--- config.mk ---
export PLATFORM = sky130hd
export DESIGN_NAME = multidrop_packet_rx_step_dir
export DESIGN_NICKNAME = d
export VERILOG_FILES = /design/src/hdl/mprx_pkg.sv /design/src/hdl/multidrop_packet_rx_step_dir.sv /design/src/hdl/mprx_framer.sv /design/src/hdl/mprx_stepper.sv
export SDC_FILE = /design/constraint.sdc
export NUM_CORES = 1
export LEC_CHECK = 0
export CAP_MARGIN = 20
export CORE_ASPECT_RATIO = 0.75
export CORE_MARGIN = 1
export CORE_UTILIZATION = 61
export CTS_BUF_LIST = sky130_fd_sc_hd__clkbuf_4
export DETAILED_ROUTE_END_ITERATION = 6
export DONT_BUFFER_PORTS = 1
export GPL_ROUTABILITY_DRIVEN = 0
export GPL_TIMING_DRIVEN = 0
export PLACE_DENSITY = 0.77
export SLEW_MARGIN = 20
export SYNTH_ARGS = -nofsm -noshare
export SYNTH_HDL_FRONTEND = slang
export SYNTH_SLANG_ARGS = --single-unit
export TNS_END_PERCENT = 100
--- constraint.sdc ---
create_clock -name clk -period 5.3 [get_ports clk]
set_input_delay 1.06 -clock clk [delete_from_list [all_inputs] [get_ports clk]]
set_output_delay 1.06 -clock clk [all_outputs]
set_load 0.005 [all_outputs]
--- src/hdl/mprx_pkg.sv ---
`timescale 1ns / 1ps

package mprx_pkg;

    localparam int QUEUE_SLOTS  = 8;
    localparam int PACKET_BYTES = 32;
    localparam int SLOT_W       = $clog2(QUEUE_SLOTS);

    localparam logic [7:0] BROADCAST_ID = 8'hFF;
    localparam logic [5:0] HEADER_BYTES = 6'd4;
    localparam logic [5:0] LENGTH_POS   = 6'd2;

    typedef enum logic [1:0] {
        MODE_CHAR = 2'd0,
        MODE_FREE = 2'd1,
        MODE_TICK = 2'd2,
        MODE_NONE = 2'd3
    } mode_t;

    typedef enum logic [1:0] {
        CFG_NODE_ID     = 2'd0,
        CFG_STREAM_EN   = 2'd1,
        CFG_PULSE_TICKS = 2'd2
    } cfg_index_t;

    typedef struct packed {
        mode_t       mode;
        logic [7:0]  rx_byte;
        logic        nine_bit;
    } event_t;

    typedef struct packed {
        logic        store_enable;
        logic [2:0]  store_slot;
        logic [4:0]  store_index;
        logic [7:0]  store_byte;
        logic        packet_done;
        logic [5:0]  packet_length;
        logic        packet_dropped;
    } frame_res_t;

    typedef struct packed {
        logic        step_level;
        logic        dir_level;
        logic [31:0] position;
    } step_res_t;

endpackage

--- src/hdl/multidrop_packet_rx_step_dir.sv ---
`timescale 1ns / 1ps

// channel   handshake               payload
// input     in_valid / in_ready     mode, rx_byte, nine_bit
// result    out_valid / out_ready   store_*, packet_*, step_level, dir_level, position
// config    cfg_valid / cfg_ready   cfg_index, cfg_data
//
// one beat per cycle while in_ready is high; a result appears in the cycle after its input beat
// framer and stepper state update at the input beat, the result register holds the levels
// in_ready drops only while a result waits and out_ready is low
// reset clears framer, ring pointers, stepper and config to their defaults
// cfg_ready is always high; writes to an unused index are ignored

module multidrop_packet_rx_step_dir
(
    input  logic               clk,
    input  logic               rst_n,

    input  logic               in_valid,
    output logic               in_ready,
    input  logic [1:0]         mode,
    input  logic [7:0]         rx_byte,
    input  logic               nine_bit,

    output logic               out_valid,
    input  logic               out_ready,
    output logic               store_enable,
    output logic [2:0]         store_slot,
    output logic [4:0]         store_index,
    output logic [7:0]         store_byte,
    output logic               packet_done,
    output logic [5:0]         packet_length,
    output logic               packet_dropped,
    output logic               step_level,
    output logic               dir_level,
    output logic signed [31:0] position,

    input  logic               cfg_valid,
    output logic               cfg_ready,
    input  logic [1:0]         cfg_index,
    input  logic [15:0]        cfg_data
);

    logic        node_id_reg;
    logic [2:0]  node_id_val_reg;
    logic        stream_en_reg;
    logic [15:0] pulse_ticks_reg;

    logic                 fire;
    mprx_pkg::event_t     ev;
    mprx_pkg::frame_res_t frame_res;
    mprx_pkg::step_res_t  step_res;

    logic                 out_valid_reg;
    mprx_pkg::frame_res_t frame_reg;
    mprx_pkg::step_res_t  step_reg;

    assign cfg_ready = 1'b1;
    assign in_ready  = !out_valid_reg || out_ready;
    assign fire      = in_valid && in_ready;

    assign ev.mode     = mprx_pkg::mode_t'(mode);
    assign ev.rx_byte  = rx_byte;
    assign ev.nine_bit = nine_bit;

    always_ff @(posedge clk or negedge rst_n)
    begin
        if (!rst_n)
        begin
            node_id_reg     <= 1'b0;
            node_id_val_reg <= 3'd1;
            stream_en_reg   <= 1'b0;
            pulse_ticks_reg <= 16'd100;
        end
        else if (cfg_valid)
        begin
            unique case (mprx_pkg::cfg_index_t'(cfg_index))
                mprx_pkg::CFG_NODE_ID:
                begin
                    node_id_val_reg <= cfg_data[2:0];
                    node_id_reg     <= 1'b1;
                end
                mprx_pkg::CFG_STREAM_EN:   stream_en_reg   <= cfg_data[0];
                mprx_pkg::CFG_PULSE_TICKS: pulse_ticks_reg <= cfg_data;
                default:
                begin
                end
            endcase
        end
    end

    mprx_framer u_framer
    (
        .clk     (clk),
        .rst_n   (rst_n),
        .fire    (fire),
        .ev      (ev),
        .node_id (node_id_val_reg),
        .res     (frame_res)
    );

    mprx_stepper u_stepper
    (
        .clk           (clk),
        .rst_n         (rst_n),
        .fire          (fire),
        .ev            (ev),
        .node_id       (node_id_val_reg),
        .stream_enable (stream_en_reg),
        .pulse_ticks   (pulse_ticks_reg),
        .res           (step_res)
    );

    always_ff @(posedge clk or negedge rst_n)
    begin
        if (!rst_n)
        begin
            out_valid_reg <= 1'b0;
        end
        else if (in_ready)
        begin
            out_valid_reg <= in_valid;
        end
    end

    always_ff @(posedge clk)
    begin
        if (fire)
        begin
            frame_reg <= frame_res;
            step_reg  <= step_res;
        end
    end

    assign out_valid      = out_valid_reg;
    assign store_enable   = frame_reg.store_enable;
    assign store_slot     = frame_reg.store_slot;
    assign store_index    = frame_reg.store_index;
    assign store_byte     = frame_reg.store_byte;
    assign packet_done    = frame_reg.packet_done;
    assign packet_length  = frame_reg.packet_length;
    assign packet_dropped = frame_reg.packet_dropped;
    assign step_level     = step_reg.step_level;
    assign dir_level      = step_reg.dir_level;
    assign position       = step_reg.position;

    // node id written at least once is tracked only for the check below
    a_done_stores: assert property (@(posedge clk) disable iff (!rst_n)
        out_valid && packet_done |-> store_enable)
        else $error("completed packet without a stored byte");

    a_store_xor_drop: assert property (@(posedge clk) disable iff (!rst_n)
        out_valid |-> !(store_enable && packet_dropped))
        else $error("byte both stored and dropped");

    a_non_char_quiet: assert property (@(posedge clk) disable iff (!rst_n)
        fire && (mode != mprx_pkg::MODE_CHAR) |=> !store_enable && !packet_dropped)
        else $error("store activity from a non-character beat");

    a_node_id_range: assert property (@(posedge clk) disable iff (!rst_n)
        !node_id_reg |-> node_id_val_reg == 3'd1)
        else $error("node id changed without a config beat");

endmodule

--- src/hdl/mprx_framer.sv ---
`timescale 1ns / 1ps

module mprx_framer
(
    input  logic                clk,
    input  logic                rst_n,
    input  logic                fire,
    input  mprx_pkg::event_t    ev,
    input  logic [2:0]          node_id,
    output mprx_pkg::frame_res_t res
);

    logic                        in_packet_reg, in_packet_next;
    logic                        dropping_reg, dropping_next;
    logic [5:0]                  byte_count_reg, byte_count_next;
    logic [mprx_pkg::SLOT_W-1:0] head_reg, head_next;
    logic [mprx_pkg::SLOT_W-1:0] tail_reg, tail_next;
    logic [7:0]                  length_reg, length_next;

    logic [mprx_pkg::SLOT_W-1:0] head_inc;
    logic [mprx_pkg::SLOT_W-1:0] tail_inc;
    logic [5:0]                  bc_eff;
    logic [5:0]                  bc_inc;
    logic [7:0]                  len_eff;
    logic                        drop_eff;
    logic                        is_cmd;
    logic                        is_stream;
    logic                        foreign;

    assign head_inc = (head_reg == mprx_pkg::SLOT_W'(mprx_pkg::QUEUE_SLOTS - 1))
                      ? '0 : head_reg + 1'b1;
    assign tail_inc = (tail_reg == mprx_pkg::SLOT_W'(mprx_pkg::QUEUE_SLOTS - 1))
                      ? '0 : tail_reg + 1'b1;

    assign is_cmd    = (ev.mode == mprx_pkg::MODE_CHAR) && ev.nine_bit;
    assign is_stream = (ev.mode == mprx_pkg::MODE_CHAR) && !ev.nine_bit;

    // a new packet starts with a fresh count
    assign bc_eff   = in_packet_reg ? byte_count_reg : '0;
    assign drop_eff = in_packet_reg ? dropping_reg : 1'b0;
    assign bc_inc   = bc_eff + 1'b1;
    assign len_eff  = (bc_eff == mprx_pkg::LENGTH_POS) ? ev.rx_byte : length_reg;
    assign foreign  = (ev.rx_byte != {5'd0, node_id}) && (ev.rx_byte != mprx_pkg::BROADCAST_ID);

    always_comb
    begin
        in_packet_next  = in_packet_reg;
        dropping_next   = dropping_reg;
        byte_count_next = byte_count_reg;
        head_next       = head_reg;
        tail_next       = tail_reg;
        length_next     = length_reg;
        res             = '0;

        if (is_cmd)
        begin
            in_packet_next  = 1'b1;
            dropping_next   = drop_eff;
            byte_count_next = bc_eff;
            if (drop_eff || (head_inc == tail_reg)
                || (bc_eff >= 6'(mprx_pkg::PACKET_BYTES)))
            begin
                res.packet_dropped = 1'b1;
            end
            else if ((bc_eff == '0) && foreign)
            begin
                dropping_next      = 1'b1;
                res.packet_dropped = 1'b1;
            end
            else
            begin
                res.store_enable = 1'b1;
                res.store_slot   = 3'(head_reg);
                res.store_index  = bc_eff[4:0];
                res.store_byte   = ev.rx_byte;
                length_next      = len_eff;
                byte_count_next  = bc_inc;
                if ((bc_inc >= mprx_pkg::HEADER_BYTES)
                    && ({3'd0, bc_inc} == {3'd0, mprx_pkg::HEADER_BYTES} + {1'b0, len_eff}))
                begin
                    res.packet_done   = 1'b1;
                    res.packet_length = bc_inc;
                    head_next         = head_inc;
                    in_packet_next    = 1'b0;
                end
            end
        end
        else if (is_stream)
        begin
            in_packet_next = 1'b0;
            dropping_next  = 1'b0;
        end
        else if (ev.mode == mprx_pkg::MODE_FREE)
        begin
            if (tail_reg != head_reg)
            begin
                tail_next = tail_inc;
            end
        end
    end

    always_ff @(posedge clk or negedge rst_n)
    begin
        if (!rst_n)
        begin
            in_packet_reg  <= 1'b0;
            dropping_reg   <= 1'b0;
            byte_count_reg <= '0;
            head_reg       <= '0;
            tail_reg       <= '0;
            length_reg     <= '0;
        end
        else if (fire)
        begin
            in_packet_reg  <= in_packet_next;
            dropping_reg   <= dropping_next;
            byte_count_reg <= byte_count_next;
            head_reg       <= head_next;
            tail_reg       <= tail_next;
            length_reg     <= length_next;
        end
    end

endmodule

--- src/hdl/mprx_stepper.sv ---
`timescale 1ns / 1ps

module mprx_stepper
(
    input  logic                 clk,
    input  logic                 rst_n,
    input  logic                 fire,
    input  mprx_pkg::event_t     ev,
    input  logic [2:0]           node_id,
    input  logic                 stream_enable,
    input  logic [15:0]          pulse_ticks,
    output mprx_pkg::step_res_t  res
);

    logic        direction_reg, direction_next;
    logic        step_high_reg, step_high_next;
    logic [15:0] pulse_count_reg, pulse_count_next;
    logic [31:0] position_reg, position_next;

    logic [1:0]  pair;
    logic [2:0]  step_bit;
    logic [2:0]  dir_bit;

    // bit pair of this node, wraps past four nodes
    assign pair     = 2'(node_id - 3'd1);
    assign step_bit = {pair, 1'b0};
    assign dir_bit  = {pair, 1'b1};

    always_comb
    begin
        direction_next   = direction_reg;
        step_high_next   = step_high_reg;
        pulse_count_next = pulse_count_reg;
        position_next    = position_reg;

        case (ev.mode)
            mprx_pkg::MODE_CHAR:
            begin
                if (!ev.nine_bit && stream_enable)
                begin
                    direction_next = ev.rx_byte[dir_bit];
                    if (ev.rx_byte[step_bit])
                    begin
                        step_high_next   = 1'b1;
                        pulse_count_next = pulse_ticks;
                        position_next    = direction_next ? position_reg + 32'd1
                                                          : position_reg - 32'd1;
                    end
                end
            end
            mprx_pkg::MODE_TICK:
            begin
                if (step_high_reg)
                begin
                    if (pulse_count_reg <= 16'd1)
                    begin
                        pulse_count_next = '0;
                        step_high_next   = 1'b0;
                    end
                    else
                    begin
                        pulse_count_next = pulse_count_reg - 16'd1;
                    end
                end
            end
            default:
            begin
            end
        endcase

        res.step_level = step_high_next;
        res.dir_level  = direction_next;
        res.position   = position_next;
    end

    always_ff @(posedge clk or negedge rst_n)
    begin
        if (!rst_n)
        begin
            direction_reg   <= 1'b0;
            step_high_reg   <= 1'b0;
            pulse_count_reg <= '0;
            position_reg    <= '0;
        end
        else if (fire)
        begin
            direction_reg   <= direction_next;
            step_high_reg   <= step_high_next;
            pulse_count_reg <= pulse_count_next;
            position_reg    <= position_next;
        end
    end

endmodule

==> results of run 1 <==
-- area by class of cell --
class	count	area [µm²]	share of cell area (%)
multi-input combinational	671	4610	48.4
sequential	152	4100	43.2
tap	195	244	2.57
buffer	35	159	1.67
clock buffer	19	143	1.50
clock inverter	13	126	1.33
inverter	19	71.3	0.750
timing repair buffer	2	55.1	0.579
-- cells in the final DEF (no fill, tap or decap), types with 7 or more instances in the layout --
cell | synthesis | final
and3_1 | 7 | 7
nand4_1 | 8 | 8
a21oi_1 | 40 | 40
a211oi_1 | 10 | 9
nand3_1 | 14 | 14
inv_1 | 18 | 18
nand2b_1 | 12 | 12
and2_1 | 12 | 12
clkbuf_4 | 0 | 20
clkbuf_1 | 25 | 24
nor2_1 | 50 | 50
xor2_1 | 24 | 24
edfxtp_1 | 59 | 59
a31oi_1 | 8 | 8
dfrtp_1 | 89 | 89
nand2_1 | 121 | 121
nor2_2 | 7 | 7
nor4_1 | 10 | 10
xnor2_1 | 18 | 18
ha_1 | 40 | 40
o21ai_0 | 72 | 72
mux2_2 | 69 | 69
a21o_1 | 19 | 19
nor3_1 | 29 | 29
-- power breakdown --
part	internal (mW)	switching, mW	total (mW)	leakage (nW)
combinational	0.770	1.18	1.95	2.14
clock	0.288	0.418	0.706	0.153
sequential	1.52	0.207	1.73	1.76
total	2.58	1.81	4.39	4.05
-- worst max path at each step --
stage / startpoint / end / depth (start not counted)
2_1_floorplan: rx_byte[5] / position[29]$_DFFE_PP_ / 12
3_3_place_gp: rx_byte[5] / position[29]$_DFFE_PP_ / 12
3_5_place_dp: rx_byte[5] / u_stepper.position_reg[31]$_DFFE_PN0P_ / 12
4_1_cts: node_id_val_reg[1]$_DFFE_PN0P_ / u_stepper.position_reg[31]$_DFFE_PN0P_ / 12
5_1_grt: node_id_val_reg[1]$_DFFE_PN0P_ / u_stepper.position_reg[31]$_DFFE_PN0P_ / 12
6_report: node_id_val_reg[1]$_DFFE_PN0P_ / position[18]$_DFFE_PP_ / 12
-- through the flow --
stage / setup TNS, ns / instances / setup slack [ns] / hold WS (ns)
after CTS: 0 / 1106 / 0.770 / 0.135
after global placement: -0.0515 / 1072 / -0.0393 / 0.460
after global routing: 0 / 1106 / 0.390 / 0.104
final: 0 / 1106 / 0.675 / 0.156
after floorplan: 0 / 877 / 0.783 / 0.442
after detailed placement: 0 / 1074 / 0.275 / 0.459
-- worst register-to-register path, stage by stage (launching register included) --
cell and delay, ns:
dfrtp_1 0.48, mux4_2 0.68, inv_1 0.50, buf_16 0.24, ha_1 0.20, nor2b_1 0.16, o21ai_0 0.15, a21boi_0 0.59
o211ai_1 0.26, a21boi_0 0.42, nor3_1 0.10, a311o_1 0.35, mux2_2 0.27
-- metal layers --
layer	global-route usage [%]	share of wire [%]	routed length [µm]
met1	40.8	46	9650
met5	0	0	0
met4	10.2	1.9	397
met3	7.59	7.9	1640
met2	43.6	44	9170
-- cell families (layout without fill, tap and decap cells) --
logic type	after synthesis	in the layout	synth area share, %
adders and majority gates	41	41	5.83
xor gates and xnor gates	42	42	4.12
muxes	78	78	10.2
and+or+nand+nor	302	302	16.3
AOI/OAI and AO/OA	207	207	15.0
buffers and inverters	54	88	2.54
DFF	152	152	46.0
other	1	1	0.0420
==> metrics.csv, run 1 <==
metric,value,unit
Fillers,1092,
IO Pins,96,
PostCTS Resize Cnt,0,
R2R setup slack,0.68,ns
grt total ovfl,0,
Mapped Area,8930,µm²
cts hold-fix bufs,0,
# diodes,0,
fin util,68.0,%
final period utilization,87.3,%
H-tree depth,4,
vias,7027,
Worst Path Buf+Inv,2,
die area,15100,µm²
per-cell routed wire length,18.9,µm
initial drt markers,754,
Max Buffers Root-to-Sink,2,
worst slew pin tran,0.800,ns
Setup Skew,0.0191,ns
total power,4.39,mW
max_cap viols,0,
CP Capture Type,flip-flop,
root buffer cell,clkbuf_4,
R2R depth,12,
relative slew slack,46.7,%
antenna violations before repair,0,
most numerous cell in the Yosys netlist,nand2_1,
first drt pass iteration count,6,
PwrDens,461,nW/µm²
# rows,37,
kind of critical path,reg2reg,
die height,107,µm
cell with the most instances on the worst path,a21boi_0,
Final Setup Violations,0,
Setup crit start kind,flip-flop,
post-synthesis sequential area ratio,46.0,%
Post-synth EDFFs,59,
yosys synthesis warning count,0,
RSZ-0062 raised after global routing,false,
"CTS clk-pin slew, worst paths",0.13,ns
Post-Route WL,20900,µm
share of the synthesized area in the top cell type,24.9,%
standard cell core area,14000,µm²
initial core utilization,63.9,%
Area contributors post-synth,"dfrtp_1 25%, edfxtp_1 20%, mux2_2 8.7%",
Post-Syn Nets,952,
first-pass GRT wire length,34200,µm
Post-synth top cells,"121 x nand2_1, 89 x dfrtp_1, 72 x o21ai_0, 69 x mux2_2, 59 x edfxtp_1",
CTS tree,built,
max incr delay on CP,0.68,ns
GRT Total Usage,29.0,%
Synth async-reset ratio,61.2,%
cts bufs inserted,17,
Remaining DRCs,0,
Yosys reg bits,152,
outcome,finished clean,
vias per cell,6.35,
crit path max-delay cell type,mux4_2,
Mean Syn Cell Area,10.2,µm²
post-DP HPWL,14700,µm
Leak,4.05,nW
Yosys cell types,75,
Crit path max-delay family,compound AO/OA/AOI/OAI gates,
largest net degree at the start of global routing,94,
peak supply drop,213,µV
CP arrival,4.97,ns
clk sink count,152,
synthesis-to-finish area growth,6.52,%
Post-synth top flop,dfrtp_1,
placed inst area,9230,µm²
final worst path period need,4.62,ns
Hold Fails Final Rpt,0,
reg2reg start,node_id_val_reg[1]$_DFFE_PN0P_,
cells along the critical path,mux4_2 -> inv_1 -> buf_16 -> ha_1 -> nor2b_1 -> o21ai_0 -> a21boi_0 -> o211ai_1 -> a21boi_0 -> nor3_1 -> a311o_1 -> mux2_2,
worst skew pair latency,0.58,ns
post-CTS setup buffers,0,
worst reg2reg endpoint,position[18]$_DFFE_PP_,
width of the die,142,µm
IO Port Bufs,0,
Nets,973,
vias in the first global route,6882,
worst hold path class,in2async,
Worst EP required,5.64,ns
Mapped Cells,877,
crit-path max FO,20,
Max Clock Freq,216,MHz
final instance area,9510,µm²
fraction of layout cells with a size suffix above 1,14.5,%
fin. max-slew vios,0,
post-synth top area cell,dfrtp_1,
Post-DRT Antenna Nets,0,
Note: power is estimated with default switching activity, not from simulation.
==> run 2: changes to the inputs <==
CORE_UTILIZATION = 60   (was 61)
CTS_CLUSTER_SIZE = 14   (was not set)
PLACE_DENSITY = 0.79   (was 0.77)
clock period = 3.9 ns   (was 5.3 ns; I/O delays follow)
==> metrics.csv, run 2 (synthesized netlist as in run 1, its figures left out) <==
metric,value,unit,change
max_cap viols,0,,unchanged
Setup crit start kind,flip-flop,,unchanged
Final Setup Violations,1,,was 0
synthesis-to-finish area growth,8.80,%,was 6.52%
Hold Fails Final Rpt,0,,unchanged
cts bufs inserted,17,,unchanged
vias in the first global route,6302,,was 6882
per-cell routed wire length,18.4,µm,was 18.9 µm
cells along the critical path,mux4_2 -> clkinvlp_4 -> buf_12 -> ha_1 -> clkbuf_1 -> a21oi_1 -> o21bai_1 -> a221oi_1 -> o22a_1 -> nand2_1 -> a221oi_4 -> nor3_1 -> a211o_1,,was mux4_2 -> inv_1 -> buf_16 -> ha_1 -> nor2b_1 -> o21ai_0 -> a21boi_0 -> o211ai_1 -> a21boi_0 -> nor3_1 -> a311o_1 -> mux2_2
worst reg2reg endpoint,position[28]$_DFFE_PP_,,was position[18]$_DFFE_PP_
met2 GRT Util,39.4,%,was 43.6%
max incr delay on CP,0.63,ns,was 0.68 ns
kind of critical path,reg2reg,,unchanged
grt total ovfl,0,,unchanged
Leak,4.11,nW,was 4.05 nW
vias,6941,,was 7027
# diodes,0,,unchanged
Nets,980,,was 973
fraction of layout cells with a size suffix above 1,17.2,%,was 14.5%
standard cell core area,14500,µm²,was 14000 µm²
clk sink count,152,,unchanged
GRT Total Usage,28.1,%,was 29.0%
Max Buffers Root-to-Sink,2,,unchanged
CP arrival,4.24,ns,was 4.97 ns
initial core utilization,61.6,%,was 63.9%
"commonest non-fill, non-tap cells in the layout","121 x nand2_1, 88 x dfrtp_1, 71 x o21ai_0, 69 x mux2_2, 59 x edfxtp_1",,"was 121 x nand2_1, 89 x dfrtp_1, 72 x o21ai_0, 69 x mux2_2, 59 x edfxtp_1"
final period utilization,100,%,was 87.3%
relative slew slack,47.3,%,was 46.7%
root buffer cell,clkbuf_4,,unchanged
fin. max-slew vios,0,,unchanged
Setup Skew,0.0201,ns,was 0.0191 ns
total power,6.11,mW,was 4.39 mW
"most common cell after layout, fill and taps aside",nand2_1,,unchanged
IO Pins,96,,unchanged
Remaining DRCs,0,,unchanged
H-tree depth,4,,unchanged
peak supply drop,346,µV,was 213 µV
CTS tree,built,,unchanged
vias per cell,6.21,,was 6.35
# rows,38,,was 37
R2R depth,13,,was 12
first drt pass iteration count,5,,was 6
crit-path max FO,17,,was 20
worst skew pair latency,0.57,ns,was 0.58 ns
Post-Route WL,20600,µm,was 20900 µm
failing checks,negative setup slack,,
PwrDens,629,nW/µm²,was 461 nW/µm²
first-pass GRT wire length,33000,µm,was 34200 µm
"CTS clk-pin slew, worst paths",0.13,ns,about the same
grt met3 use,6.90,%,was 7.59%
IO Port Bufs,0,,unchanged
post-DP HPWL,14100,µm,was 14700 µm
crit path max-delay cell type,mux4_2,,unchanged
GR Layer Usage met1,42.6,%,was 40.8%
largest net degree at the start of global routing,90,,was 94
R2R setup slack,-0.009,ns,was 0.68 ns
RSZ-0062 raised after global routing,true,,was false
Post-DRT Antenna Nets,0,,unchanged
worst hold path class,in2async,,unchanged
worst slew pin tran,0.791,ns,was 0.800 ns
GRT busiest layer,met1,,was met2
fin util,67.0,%,was 68.0%
CP Capture Type,flip-flop,,unchanged
final worst path period need,3.91,ns,was 4.62 ns
setup ws final,-0.00949,ns,was 0.675 ns
initial drt markers,583,,was 754
width of the die,143,µm,was 142 µm
die area,15400,µm²,was 15100 µm²
reg2reg start,node_id_val_reg[1]$_DFFE_PN0P_,,unchanged
Max Clock Freq,256,MHz,was 216 MHz
Worst EP required,4.23,ns,was 5.64 ns
outcome,"complete, but fails checks",,was finished clean
antenna violations before repair,0,,unchanged
die height,108,µm,was 107 µm
-- run 2: changes by cell type in the layout (fill, tap and decap cells not counted), moves of 3 or more --
cell / previous run / this run
inv_4: 3 / 0
buf_4: 2 / 8
clkinvlp_4: 1 / 6
a211oi_1: 9 / 6
buf_12: 0 / 3
-- run 2: routing by layer --
layer	vias to the layer above	share of wire [%]
met1	3344	48
met5	-	0
met4	0	1.4
met3	36	7.5
met2	277	43
li1	3284	-
-- run 2: worst max path at each step --
stage	from	endpoint	slack, ns	cells after the start
after detailed placement	rx_byte[3]	position[25]$_DFFE_PP_	-0.85	12
after CTS	node_id_val_reg[1]$_DFFE_PN0P_	position[30]$_DFFE_PP_	0.005	13
after global placement	rx_byte[3]	position[25]$_DFFE_PP_	-0.85	12
after global routing	node_id_val_reg[1]$_DFFE_PN0P_	position[30]$_DFFE_PP_	-0.09	13
final	node_id_val_reg[1]$_DFFE_PN0P_	position[28]$_DFFE_PP_	-0.009	13
after floorplan	rx_byte[5]	position[29]$_DFFE_PP_	-0.07	12
-- run 2: what timing repair did --
action | CTS | global route
endpoints found under the hold margin | 89 | 4
resized for setup | 7 | 16
pin swaps | 0 | 1
setup endpoints to repair | 39 | 31
cloned | 1 | 0
hold buffers | 1 | 1
buffers inserted | 3 | 5
-- run 2: final cells by class --
cell class | instances | area [µm²]
flip-flops and latches | 152 | 4110
clock buffers | 20 | 150
fillers | 1135 | 4790
inverters | 19 | 75.1
plain buffers | 32 | 148
clock inverters | 12 | 126
repair inverters | 1 | 7.51
well taps | 200 | 250
multi-input cells | 671 | 4710
repair buffers | 11 | 143
-- run 2: where the power goes --
| group | internal, mW | total (mW) | switching, mW |
|---|---|---|---|
| clock | 0.398 | 0.980 | 0.583 |
| combinational | 1.13 | 2.79 | 1.66 |
| sequential | 2.06 | 2.35 | 0.283 |
| total | 3.59 | 6.11 | 2.53 |
-- run 2: critical path, delay by kind of cell (launching register included) --
kind / cells / cell delay [ns]
and+or+nand+nor: 2 / 0.27
buffers and inverters: 3 / 0.48
AOI/OAI and AO/OA: 6 / 1.59
muxes: 1 / 0.63
adders and majority gates: 1 / 0.24
DFF: 1 / 0.44
-- run 2: metrics by stage --
step	TNS [ns]	area (µm²)	instances	hold WS (ns)	setup WS (ns)
floorplan	-0.0700	8940	877	0.442	-0.0663
CTS	0	9570	1115	0.00120	0.00487
detailed placement	-21.04	9210	1078	0.477	-0.853
global route	-0.159	9710	1118	0.113	-0.0897
global placement	-63.81	9190	1077	0.455	-0.849
finish	-0.00949	9710	1118	0.0830	-0.00949
==> run 3: changes to the inputs <==
RECOVER_POWER = 100   (was not set)
==> metrics.csv, run 3 (synthesized netlist as in run 1, its figures left out) <==
metric,value,unit,change
outcome,"complete, but fails checks",,unchanged
failing checks,"max-capacitance violations, max-slew violations",,was negative setup slack
first-pass GRT wire length,33000,µm,unchanged
reg2reg start,node_id_val_reg[1]$_DFFE_PN0P_,,unchanged
vias per cell,6.21,,about the same
PwrDens,631,nW/µm²,was 629 nW/µm²
R2R depth,13,,unchanged
crit-path max FO,17,,unchanged
# diodes,0,,unchanged
hold endpoint,out_valid$_DFFE_PN0N_,,
initial drt markers,598,,was 583
Worst Hold Depth,1,,
vias in the first global route,6302,,unchanged
largest net degree at the start of global routing,90,,unchanged
initial core utilization,61.6,%,unchanged
Comb power frac,45.5,%,was 45.6%
cts bufs inserted,17,,unchanged
RSZ-0062 raised after global routing,true,,unchanged
"commonest non-fill, non-tap cells in the layout","121 x nand2_1, 88 x dfrtp_1, 71 x o21ai_0, 69 x mux2_2, 59 x edfxtp_1",,unchanged
storage element area,4110,µm²,unchanged
worst skew pair latency,0.57,ns,about the same
per-cell routed wire length,18.4,µm,about the same
first drt pass iteration count,5,,unchanged
fraction of layout cells with a size suffix above 1,17.2,%,unchanged
Crit path max-delay family,compound AO/OA/AOI/OAI gates,,unchanged
Multi-input gate area,4710,µm²,unchanged
kind of critical path,reg2reg,,unchanged
die area,15400,µm²,unchanged
Worst EP required,4.23,ns,about the same
"most common cell after layout, fill and taps aside",nand2_1,,unchanged
Switching Share,41.4,%,was 41.3%
GRT Total Usage,28.1,%,unchanged
setup ws final,0.00969,ns,was -0.00949 ns
die height,108,µm,unchanged
Remaining DRCs,0,,unchanged
max_cap viols,1,,was 0
root buffer cell,clkbuf_4,,unchanged
Worst Min Path Start,in_valid,,
fin. max-slew vios,90,,was 0
final period utilization,99.8,%,was 100%
peak supply drop,352,µV,was 346 µV
Clk pwr share,16.1,%,was 16.0%
post-DP HPWL,14100,µm,unchanged
CP arrival,4.22,ns,was 4.24 ns
fin util,66.8,%,was 67.0%
max incr delay on CP,0.63,ns,about the same
Max Buffers Root-to-Sink,2,,unchanged
antenna violations before repair,0,,unchanged
CTS tree,built,,unchanged
Hold Fails Final Rpt,0,,unchanged
Nets,980,,unchanged
standard cell core area,14500,µm²,unchanged
vias,6947,,was 6941
IO Pins,96,,unchanged
grt total ovfl,0,,unchanged
clk sink count,152,,unchanged
worst hold path class,in2reg,,was in2async
worst reg2reg endpoint,position[28]$_DFFE_PP_,,unchanged
R2R setup slack,0.01,ns,was -0.009 ns
Psw,2.53,mW,about the same
H-tree depth,4,,unchanged
sequential share of power,38.4,%,about the same
# rows,38,,unchanged
crit path max-delay cell type,mux4_2,,unchanged
worst slew pin tran,2.28,ns,was 0.791 ns
Setup Skew,0.0206,ns,was 0.0201 ns
Leak,4.10,nW,was 4.11 nW
CP Capture Type,flip-flop,,unchanged
synthesis-to-finish area growth,8.55,%,was 8.80%
"CTS clk-pin slew, worst paths",0.13,ns,about the same
Final Setup Violations,0,,was 1
Int Pwr,3.59,mW,about the same
IO Port Bufs,0,,unchanged
cells along the critical path,mux4_2 -> clkinvlp_4 -> buf_12 -> ha_1 -> clkbuf_1 -> a21oi_1 -> o21bai_1 -> a221oi_1 -> o22a_1 -> nand2_1 -> a221oi_4 -> nor3_1 -> a211o_1,,unchanged
Fillers,1138,,was 1135
Max Clock Freq,257,MHz,was 256 MHz
final worst path period need,3.89,ns,was 3.91 ns
Setup crit start kind,flip-flop,,unchanged
width of the die,143,µm,unchanged
Worst Path Buf+Inv,3,,unchanged
pre-CTS WS,-0.853,ns,unchanged
Post-Route WL,20600,µm,about the same
Post-DRT Antenna Nets,0,,unchanged
relative slew slack,-51.9,%,was 47.3%
run 3: cell types whose count changed in the layout (fill, tap and decap cells not counted):
| cell | delta |
|---|---|
| buf_16 | -1 |
| clkbuf_2 | +1 |
run 3: repair_timing:
item / CTS / global route
endpoints found under the setup margin: 39 / 31
pin swaps: 0 / 1
buffers inserted: 3 / 5
gates resized for setup: 7 / 16
hold endpoints to repair: 89 / 4
hold buffers: 1 / 1
cloned: 1 / 0
run 3: worst max path at each step:
stage                                               from                      to  slack (ns)  cells after the start
after global routing      node_id_val_reg[1]$_DFFE_PN0P_  position[30]$_DFFE_PP_       -0.09                     13
after floorplan                               rx_byte[5]  position[29]$_DFFE_PP_       -0.07                     12
after global placement                        rx_byte[3]  position[25]$_DFFE_PP_       -0.85                     12
final                     node_id_val_reg[1]$_DFFE_PN0P_  position[28]$_DFFE_PP_        0.01                     13
after CTS                 node_id_val_reg[1]$_DFFE_PN0P_  position[30]$_DFFE_PP_       0.005                     13
after detailed placement                      rx_byte[3]  position[25]$_DFFE_PP_       -0.85                     12
run 3: stage by stage:
stage	area (µm²)	TNS (ns)	std cells	hold slack (ns)	power (mW)
detailed placement	9210	-21.04	1078	0.477	4.89
CTS	9570	0	1115	0.00120	5.95
global route	9690	-0.159	1118	0.277	6.54
floorplan	8940	-0.0700	877	0.442	4.32
global placement	9190	-63.81	1077	0.455	4.81
finish	9690	0	1118	0.317	6.12
run 3: final cells by class:
class,count,area share [%]
Buffer,32,1.52
Clock buffer,20,1.55
Clock inverter,12,1.30
Inverter,19,0.775
Multi-Input combinational cell,671,48.6
Sequential cell,152,42.4
Tap cell,200,2.58
Timing Repair Buffer,11,1.24
Timing Repair inverter,1,0.0775
run 3: per-layer routing:
layer | wire length (µm) | track usage, %
met5 | 0 | 0
met4 | 283 | 7.99
met3 | 1500 | 6.90
met2 | 8840 | 39.4
met1 | 9950 | 42.6
run 3: power groups by stage:
stage	sequential, mW	clock (mW)	combinational, mW
after global routing	2.40	1.06	3.08
after CTS	2.34	0.995	2.62
final	2.35	0.982	2.79
after floorplan	2.30	0	2.03
after detailed placement	2.37	0	2.52
after global placement	2.36	0	2.45
